## src/sv/vang_pkg.sv

```systemverilog
// vang_pkg: shared constants, types and the arctangent table for vector_angle_lut
// no dependencies
`timescale 1ns / 1ps

package vang_pkg;

    localparam int COORD_BITS = 16;

    localparam int ANGLE_BITS = 12;
    localparam int RATIO_BITS = 13;
    localparam int FRAC_BITS  = 6;
    localparam int SEG_BITS   = RATIO_BITS - FRAC_BITS;
    localparam int OCT_BITS   = 10;
    localparam int DIFF_BITS  = 4;
    localparam int ROM_DEPTH  = 65;

    localparam logic [OCT_BITS-1:0]   OCT_ANGLE  = 10'd512;
    localparam logic [ANGLE_BITS-1:0] QUAD_ANGLE = 12'd1024;
    localparam logic [ANGLE_BITS-1:0] HALF_ANGLE = 12'd2048;

    localparam logic [OCT_BITS-1:0] ATAN_ROM [0:ROM_DEPTH-1] = '{
        10'd0,   10'd10,  10'd20,  10'd31,  10'd41,  10'd51,  10'd61,  10'd71,
        10'd81,  10'd91,  10'd101, 10'd111, 10'd121, 10'd131, 10'd140, 10'd150,
        10'd160, 10'd169, 10'd179, 10'd188, 10'd197, 10'd207, 10'd216, 10'd225,
        10'd234, 10'd243, 10'd252, 10'd260, 10'd269, 10'd277, 10'd286, 10'd294,
        10'd302, 10'd310, 10'd318, 10'd326, 10'd334, 10'd342, 10'd349, 10'd357,
        10'd364, 10'd371, 10'd379, 10'd386, 10'd393, 10'd399, 10'd406, 10'd413,
        10'd419, 10'd426, 10'd432, 10'd439, 10'd445, 10'd451, 10'd457, 10'd463,
        10'd469, 10'd474, 10'd480, 10'd486, 10'd491, 10'd496, 10'd502, 10'd507,
        10'd512
    };

    typedef struct packed {
        logic swap;
        logic down;
        logic x_neg;
        logic zero;
    } t_flags;

    function automatic logic [OCT_BITS-1:0] atan_lookup(input logic [SEG_BITS-1:0] idx);
        logic [OCT_BITS-1:0] val;
        val = OCT_ANGLE;
        if (idx < SEG_BITS'(ROM_DEPTH)) begin
            val = ATAN_ROM[idx];
        end
        return val;
    endfunction

endpackage

```

## src/sv/vector_angle_lut.sv

```systemverilog
// vector_angle_lut: clockwise angle from straight up of a screen vector, 4096 per turn
// fold, 13-stage restoring divider, table interpolation, unfold; uses vang_pkg
//
//  channel | signals                       | direction
//  --------+-------------------------------+----------
//  in      | i_valid, o_stall, i_dx, i_dy  | into block
//  out     | o_valid, i_stall, o_angle     | out of block
//
// one word per cycle while the output is not stalled; stages in order: fold, 13 divider steps
// (one quotient bit each), table read, interpolate and unfold
// reset is synchronous, active low, and empties the pipeline
// each stage advances when it is empty or the stage after it advances, so
// bubbles close up and o_stall rises only when every stage holds a word
`timescale 1ns / 1ps

module vector_angle_lut #(
    parameter int COORD_BITS = vang_pkg::COORD_BITS
) (
    input  logic                                  i_clk,
    input  logic                                  i_rst_n,
    input  logic                                  i_valid,
    output logic                                  o_stall,
    input  logic signed [COORD_BITS-1:0]          i_dx,
    input  logic signed [COORD_BITS-1:0]          i_dy,
    output logic                                  o_valid,
    input  logic                                  i_stall,
    output logic [vang_pkg::ANGLE_BITS-1:0]       o_angle
);

    localparam int NDIV = vang_pkg::RATIO_BITS;
    localparam int NS   = NDIV + 3;
    localparam int LK   = NDIV + 1;
    localparam int OS   = NDIV + 2;
    localparam int QB   = vang_pkg::RATIO_BITS;
    localparam int AB   = vang_pkg::ANGLE_BITS;
    localparam int OB   = vang_pkg::OCT_BITS;
    localparam int FB   = vang_pkg::FRAC_BITS;
    localparam int SB   = vang_pkg::SEG_BITS;
    localparam int DB   = vang_pkg::DIFF_BITS;

    logic [NS-1:0] r_v;
    logic [NS-1:0] w_en;

    // stage 0 is the fold, stages 1..NDIV the divider steps
    logic [COORD_BITS-1:0] r_rem   [0:NDIV];
    logic [COORD_BITS-1:0] r_large [0:NDIV];
    logic [QB-1:0]         r_quot  [0:NDIV];
    vang_pkg::t_flags      r_flags [0:NDIV];

    logic [OB-1:0]    r_lo;
    logic [DB-1:0]    r_diff;
    logic [FB-1:0]    r_frac;
    vang_pkg::t_flags r_lk_flags;
    logic [AB-1:0]    r_angle;

    // handshake chain
    assign w_en[NS-1] = !r_v[NS-1] || !i_stall;
    for (genvar s = 0; s < NS - 1; s++) begin : g_en
        assign w_en[s] = !r_v[s] || w_en[s+1];
    end
    assign o_stall = !w_en[0];
    assign o_valid = r_v[NS-1];
    assign o_angle = r_angle;

    always_ff @(posedge i_clk) begin
        if (!i_rst_n) begin
            r_v <= '0;
        end else begin
            if (w_en[0]) begin
                r_v[0] <= i_valid;
            end
            for (int s = 1; s < NS; s++) begin
                if (w_en[s]) begin
                    r_v[s] <= r_v[s-1];
                end
            end
        end
    end

    // fold into one octant
    logic [COORD_BITS-1:0] w_dxu, w_dyu, w_mx, w_my;
    vang_pkg::t_flags      w_flags;

    always_comb begin
        w_dxu = i_dx;
        w_dyu = i_dy;
        w_mx  = w_dxu[COORD_BITS-1] ? (~w_dxu + 1'b1) : w_dxu;
        w_my  = w_dyu[COORD_BITS-1] ? (~w_dyu + 1'b1) : w_dyu;
        w_flags.swap  = w_mx > w_my;
        w_flags.down  = !w_dyu[COORD_BITS-1] && (w_dyu != '0);
        w_flags.x_neg = w_dxu[COORD_BITS-1];
        w_flags.zero  = (w_mx == '0) && (w_my == '0);
    end

    always_ff @(posedge i_clk) begin
        if (w_en[0]) begin
            r_rem[0]   <= w_flags.swap ? w_my : w_mx;
            r_large[0] <= w_flags.swap ? w_mx : w_my;
            r_quot[0]  <= '0;
            r_flags[0] <= w_flags;
        end
    end

    // restoring division of (small << 12) by large, one quotient bit per stage
    for (genvar k = 0; k < NDIV; k++) begin : g_div
        logic [COORD_BITS:0]   w_trial;
        logic                  w_bit;
        logic [COORD_BITS-1:0] w_rem;

        if (k == 0) begin : g_first
            assign w_trial = {1'b0, r_rem[k]};
        end else begin : g_next
            assign w_trial = {r_rem[k], 1'b0};
        end

        always_comb begin
            w_bit = w_trial >= {1'b0, r_large[k]};
            w_rem = w_bit ? COORD_BITS'(w_trial - {1'b0, r_large[k]})
                          : w_trial[COORD_BITS-1:0];
        end

        always_ff @(posedge i_clk) begin
            if (w_en[k+1]) begin
                r_rem[k+1]   <= w_rem;
                r_large[k+1] <= r_large[k];
                r_quot[k+1]  <= {r_quot[k][QB-2:0], w_bit};
                r_flags[k+1] <= r_flags[k];
            end
        end
    end

    // table read
    logic [SB-1:0] w_seg;
    logic [OB-1:0] w_lo, w_hi;

    always_comb begin
        w_seg = r_quot[NDIV][QB-1:FB];
        w_lo  = vang_pkg::atan_lookup(w_seg);
        w_hi  = vang_pkg::atan_lookup(w_seg + 1'b1);
    end

    always_ff @(posedge i_clk) begin
        if (w_en[LK]) begin
            r_lo       <= w_lo;
            r_diff     <= r_quot[NDIV][QB-1] ? '0 : DB'(w_hi - w_lo);
            r_frac     <= r_quot[NDIV][FB-1:0];
            r_lk_flags <= r_flags[NDIV];
        end
    end

    // interpolate and unfold by quadrant
    logic [DB+FB-1:0] w_prod;
    logic [OB-1:0]    w_oct;
    logic [AB-1:0]    w_a1, w_a2, w_a3;

    always_comb begin
        w_prod = DB'(r_diff) * FB'(r_frac);
        w_oct  = r_lo + OB'(w_prod[DB+FB-1:FB]);
        w_a1   = r_lk_flags.swap ? (vang_pkg::QUAD_ANGLE - AB'(w_oct)) : AB'(w_oct);
        w_a2   = r_lk_flags.down ? (vang_pkg::HALF_ANGLE - w_a1) : w_a1;
        w_a3   = r_lk_flags.x_neg ? (AB'(0) - w_a2) : w_a2;
        if (r_lk_flags.zero) begin
            w_a3 = '0;
        end
    end

    always_ff @(posedge i_clk) begin
        if (w_en[OS]) begin
            r_angle <= w_a3;
        end
    end

endmodule

```

## config.mk

```make
export PLATFORM = sky130hd
export DESIGN_NAME = vector_angle_lut
export DESIGN_NICKNAME = d
export VERILOG_FILES = /design/src/sv/vang_pkg.sv /design/src/sv/vector_angle_lut.sv
export SDC_FILE = /design/constraint.sdc
export NUM_CORES = 1
export LEC_CHECK = 0
export CORE_AREA = 2 2 283 285
export DETAILED_ROUTE_END_ITERATION = 6
export DIE_AREA = 0 0 285 287
export DONT_BUFFER_PORTS = 1
export PLACE_DENSITY_LB_ADDON = 0.3
export REMOVE_ABC_BUFFERS = 1
export SYNTH_ARGS = -nofsm -noshare
export SYNTH_HDL_FRONTEND = slang
export SYNTH_SLANG_ARGS = --single-unit
```

## constraint.sdc

```tcl
create_clock -name i_clk -period 6.54 [get_ports i_clk]
set_input_delay 1.308 -clock i_clk [delete_from_list [all_inputs] [get_ports i_clk]]
set_output_delay 1.308 -clock i_clk [all_outputs]
set_load 0.02 [all_outputs]
```

# == Word level (Yosys, flattened, before mapping) ==
# Memory sizes are Yosys's and may differ from the RTL's. A register that Yosys moved wholly into a read port is not among the register bits.
# Index checks and enable logic that the tools add are counted.
# W data, S select, Z words.
# word_totals
register_bits,48
mem_bits_rw,686
rom_bits,2560
input_bits,36
out_inout_bits,14
word_cells,164
n_memories,6
# classes
addsub,21
multipliers,1
order_cmp,18
muxes,54
n_bitwise,4
n_reduce_logical,40
# memory_table
name,words,width,rd,rd_clocked_by_memory_dff,write_ports,line_no,text
(no name shown),128,10,1,0,0,vang_pkg.sv:44,val = ATAN_ROM[idx];
(no name shown),128,10,1,0,0,vang_pkg.sv:44,
r_large,14,16,13,0,14,vector_angle_lut.sv:46,logic [COORD_BITS-1:0] r_large [0:NDIV];
r_rem,14,16,13,0,14,vector_angle_lut.sv:45,logic [COORD_BITS-1:0] r_rem [0:NDIV];
r_quot,14,13,14,0,14,vector_angle_lut.sv:47,logic [QB-1:0] r_quot [0:NDIV];
r_flags,14,4,14,1,14,vector_angle_lut.sv:48,vang_pkg::t_flags r_flags [0:NDIV];
# op_table
op,count
$mux W16,17
$sub A16 B16 Y16,13
$ge A17 B16 Y1,12
$mux W12,3
$add A16 B1 Y16 const B,2
$logic_not A16 Y1,2
$not A16 Y16,2
$mux W10,3
$mux W1,28
$logic_not A1 Y1,19
$ge A16 B16 Y1,1
$ge A8 B8 Y1 const B,2
$gt A16 B16 Y1,1
$logic_or A1 B1 Y1,16
$not A7 Y8,2
$reduce_bool A16 Y1,1
$lt A7 B7 Y1 const B,2
$mux W4,3
$sub A1 B12 Y12 const A,1
$sub A11 B10 Y12 const A,1
$sub A12 B12 Y12 const A,1
$add A10 B4 Y10,1
$mul A4 B6 Y10,1
$add A7 B1 Y7 const B,1
2 further kinds,3

# == Depth between registers and ports, before layout ==
# depth
word_depth,19
mapped_depth,28
depth_no_buf,28

# == Worst setup path after synthesis ==
# No wires, ideal clock.
# synth_timing
kind,input -> output
startpoint,input port i_stall
endpoint,output port o_stall
arrival_ps,5136
t_required_ps,5232
setup_slack_ps,96
cell_stages,10
n_path_buf,0
path_cell_list,and3_1 > inv_1 > nor2_1 > and2_1 > inv_1 > nor3_1 > and3_1 > and2_1 > nand2_1 > inv_1
# synth_via
elab_chain_cells,18
# synth_rtl
element,line_no,text
"start, declared",vector_angle_lut.sv:26,"input logic i_stall,"
$logic_not A1 Y1,vector_angle_lut.sv:57,assign w_en[NS-1] = !r_v[NS-1] || !i_stall;
$logic_or A1 B1 Y1,vector_angle_lut.sv:57,
$logic_or A1 B1 Y1,vector_angle_lut.sv:59,assign w_en[s] = !r_v[s] || w_en[s+1];
net w_en[14],vector_angle_lut.sv:42,logic [NS-1:0] w_en;
$logic_or A1 B1 Y1 (4 in series),vector_angle_lut.sv:59,
net w_en[10],vector_angle_lut.sv:42,
$logic_or A1 B1 Y1 (10 in series),vector_angle_lut.sv:59,
$logic_not A1 Y1,vector_angle_lut.sv:61,assign o_stall = !w_en[0];
"end, declared",vector_angle_lut.sv:22,"output logic o_stall,"
# The timed path passes the listed nets, and every way through them passes these cells.

# == Worst setup path after layout ==
# layout_timing
startpoint,register r_diff[1]
endpoint,register r_angle[10] (netlist: o_angle[10]) (data pin)
# layout_via
elab_chain_cells,8
# layout_rtl
element,line_no,text
"start, declared",vector_angle_lut.sv:51,logic [DB-1:0] r_diff;
"start signal, assigned",vector_angle_lut.sv:145,r_diff <= r_quot[NDIV][QB-1] ? '0 : DB'(w_hi - w_lo);
$mul A4 B6 Y10 (*),vector_angle_lut.sv:157,w_prod = DB'(r_diff) * FB'(r_frac);
$add A10 B4 Y10 (*),vector_angle_lut.sv:158,w_oct = r_lo + OB'(w_prod[DB+FB-1:FB]);
$sub A11 B10 Y12,vector_angle_lut.sv:159,w_a1 = r_lk_flags.swap ? (vang_pkg::QUAD_ANGLE - AB'(w_oct)) : AB'(w_oct);
$mux W12 (*),vector_angle_lut.sv:159,
$sub A12 B12 Y12,vector_angle_lut.sv:160,w_a2 = r_lk_flags.down ? (vang_pkg::HALF_ANGLE - w_a1) : w_a1;
$mux W12 (*),vector_angle_lut.sv:160,
$sub A1 B12 Y12,vector_angle_lut.sv:161,w_a3 = r_lk_flags.x_neg ? (AB'(0) - w_a2) : w_a2;
$mux W12 (*),vector_angle_lut.sv:161,
"end signal, assigned",vector_angle_lut.sv:169,r_angle <= w_a3;
"end, declared",vector_angle_lut.sv:54,logic [AB-1:0] r_angle;
# Every way passes the cells marked *; elsewhere a longest branch is shown, timed or not.
# A chain may end at the register's enable or synchronous reset.

==> impl_metrics.csv <==
group,metric,value,unit
run_status,status,"finished clean",
final_layout,final_layout_size_suffix_gt1_share,10.7,%
placed_design,portBuffers,0,
worst_setup_path,crit_type,"reg2reg",
final_layout,fillers,7002,
timing,drv_slew,0,
clocking,clock_latency,0.62,ns
clocking,htreeDepth,3,
logic_synthesis,synth_warnings,0,
placed_design,gp_congestion,0.870,
timing,fin_crit_sh,96.1,%
drt,wl,62.6,mm
floorplan,floorplan.initialDensity,43.9,%
clocking,cts_buffers,70,
timing,worstMarginPinSlew,1.07,ns
clocking,path_clk_slew,0.07,ns
final_layout,finalNetCount,3399,
logic_synthesis,ys.flop_type,"edfxtp_1",
worst_setup_path,r2r_start,"r_diff[1]",
floorplan,pin_count,50,
drt,wire_per_inst,15.0,µm
drt,viasPerCell,5.23,
clocking,cts_root_buffer,"clkbuf_16",
run,drv_cap,0,
worst_setup_path,required,6.89,ns
placed_design,hpwl,47.6,mm
timing,post-route-min-period,6.29,ns
worst_setup_path,crit_slowest_cell,"or4_4",
floorplan,dieArea,81800,µm²
worst_setup_path,arrival,6.63,ns
worst_setup_path,path_max_fanout,7,
final_layout,fin_util,48.8,%
clocking,hold_buffers,0,
drt,route.antenna.remaining_nets,0,
logic_synthesis,avgSynthCellArea,11.4,µm²
logic_synthesis,syn-cell-area,34500,µm²
global_route,grt_pass1_wl,105,mm
final_layout,diodes,0,
logic_synthesis,async_flop_share,0,%
worst_setup_path,critPathCaptureType,"flop",
worst_setup_path,critPathLaunchType,"flop",
global_route,grt_remaining_overflow,0,
global_route,grt_usage,15.5,%
drt,drtIter0Drc,1033,
timing,clock_skew,0.0267,ns
clocking,cts_tree,"done",
hold_path,hold_path_class,"reg2reg",
final_layout,syn_to_final_growth,11.4,%
worst_setup_path,cp-startpoint,"r_diff[1]",
global_route,grt_max_degree,49,
logic_synthesis,ys_ff_latch,615,
timing,fmax,159,MHz
global_route,grt_pass1_vias,22400,
logic_synthesis,ys_seq_area_share,53.1,%
timing,setup_viol,0,
timing,finalHoldViolations,0,
floorplan,core_area,78600,µm²
worst_setup_path,max_stage_delay,0.58,ns
clocking,cts.sinks,615,
hold_path,hold_start,"r_flags[13][3]",
timing,relSlewSlack,28.1,%
logic_synthesis,synth_edf_count,599,
floorplan,dieWidth,285,µm
drt,drc,0,
clocking,cts_buffer_depth,3,
logic_synthesis,netlist_instances,3028,
drt,firstDrtPassIters,5,
logic_synthesis,synth_cell_types,82,
drt,vias,21900,
floorplan,rows,103,
floorplan,die_y,287,µm
global_route,antenna_found_initial,0,
==> area by class of cell <==
type	count	area, µm²	share of cell area [%]
repair buffers	40	304	0.792
multi-input cells	1976	14800	38.6
clock inverters	35	373	0.971
flip-flops and latches	615	18300	47.7
inverters	375	1410	3.67
clock buffers	89	1880	4.88
well taps	1050	1310	3.42
==> routing by layer <==
layer	share of wire (%)	track usage, %
met5	0	0
met4	4.3	7.02
met3	3.1	2.70
met2	54	30.6
met1	38	15.7
==> worst max-delay path, delay by kind of cell (launching register included) <==
kind / cells / cell delay (ns)
and+or+nand+nor: 9 / 2.08
buffers and inverters: 1 / 0.04
adders and majority gates: 4 / 1.51
AOI/OAI and AO/OA: 7 / 1.38
DFF: 1 / 0.41
xor gates and xnor gates: 4 / 0.60
==> flip-flops by register name, indices dropped and copies added (netlist names) <==
name	cells
o_angle	12
r_diff	4
r_flags	56
r_frac	6
r_large	208
r_lk_flags	4
r_lo	10
r_quot	91
r_rem	208
r_v	16
==> cell families (layout without fill, tap and decap cells) <==
logic type	Yosys count	in the layout	share of synthesized area (%)
multiplexers	161	161	5.22
buffers and inverters	437	539	4.78
AND/OR/NAND/NOR	772	772	11.0
AO/OA/AOI/OAI	599	599	10.9
flip-flops	615	615	53.1
adder cells (fa/ha/maj)	286	286	10.8
XOR/XNOR	158	158	4.10
==> through the flow <==
stage	instance area, µm²	cells	TNS (ns)	hold slack (ns)	setup slack (ns)
4_1_cts	38100	4172	0	0.402	0.0295
5_1_grt	38400	4180	-0.0152	0.415	-0.0152
3_3_place_gp	35800	4047	-0.00326	0.400	-0.00326
6_report	38400	4180	0	0.399	0.252
3_5_place_dp	35800	4047	-0.0188	0.405	-0.0188
2_1_floorplan	34200	2966	0	0.400	0.0958
==> what timing repair did <==
item / 4_1_cts / 5_1_grt
pin swaps: 1 / 24
cloned: 0 / 0
setup endpoints to repair: 1 / 4
buffers inserted: 1 / 8
gates resized for setup: 2 / 45
==> path summary, 6_finish.rpt <==
| path | depth (start not counted) | end | slack [ns] |
|---|---|---|---|
| worst min-delay path | 0 | r_lk_flags[3] | 0.40 |
| worst min register to register | 0 | r_lk_flags[3] | 0.40 |
| worst max register to register | 25 | o_angle[10] | 0.25 |
| worst max-delay path | 25 | o_angle[10] | 0.25 |
==> placed cells by master, fill, tap and decap left out, drive strengths merged, types with 22 or more instances in the layout <==
cell    count
edfxtp    599
inv       377
ha        264
nor2      199
o21ai     185
nand2     182
a21oi     142
mux2      111
clkbuf     89
xnor2      85
xor2       72
nand3      68
nor2b      60
nor3       54
a21boi     51
nand4      50
o31ai      49
mux2i      46
buf        40
and2       36
o21a       33
a21o       31
nand2b     30
a211oi     28
clkinv     22
==> synthesized netlist by cell type (12+ instances only) <==
cell        n  area [µm²]
a211oi_1   27         203
a21boi_0   47         353
a21o_1     31         233
a21oi_1   142         711
and2_1     34         213
and3_1     17         106
clkbuf_1   50         188
dfxtp_1    16         320
edfxtp_1  599       18000
fa_1       21         420
ha_1      264        3300
inv_1     369        1390
mux2_2    111        1250
mux2i_1    46         460
nand2_1   182         683
nand2b_1   30         188
nand3_1    67         335
nand4_1    50         313
nor2_1    199         747
nor2b_1    60         375
nor3_1     54         270
nor4_1     13        81.3
o211ai_1   12        90.1
o21a_1     33         248
o21ai_0   178         891
o31ai_1    48         360
or2_2      16         100
or4_1      12        90.1
xnor2_1    84         736
xor2_1     71         622
Power is left out: the tool's default activity adds up to more than one toggle a clock period on the data nets, which glitch-free logic cannot reach.
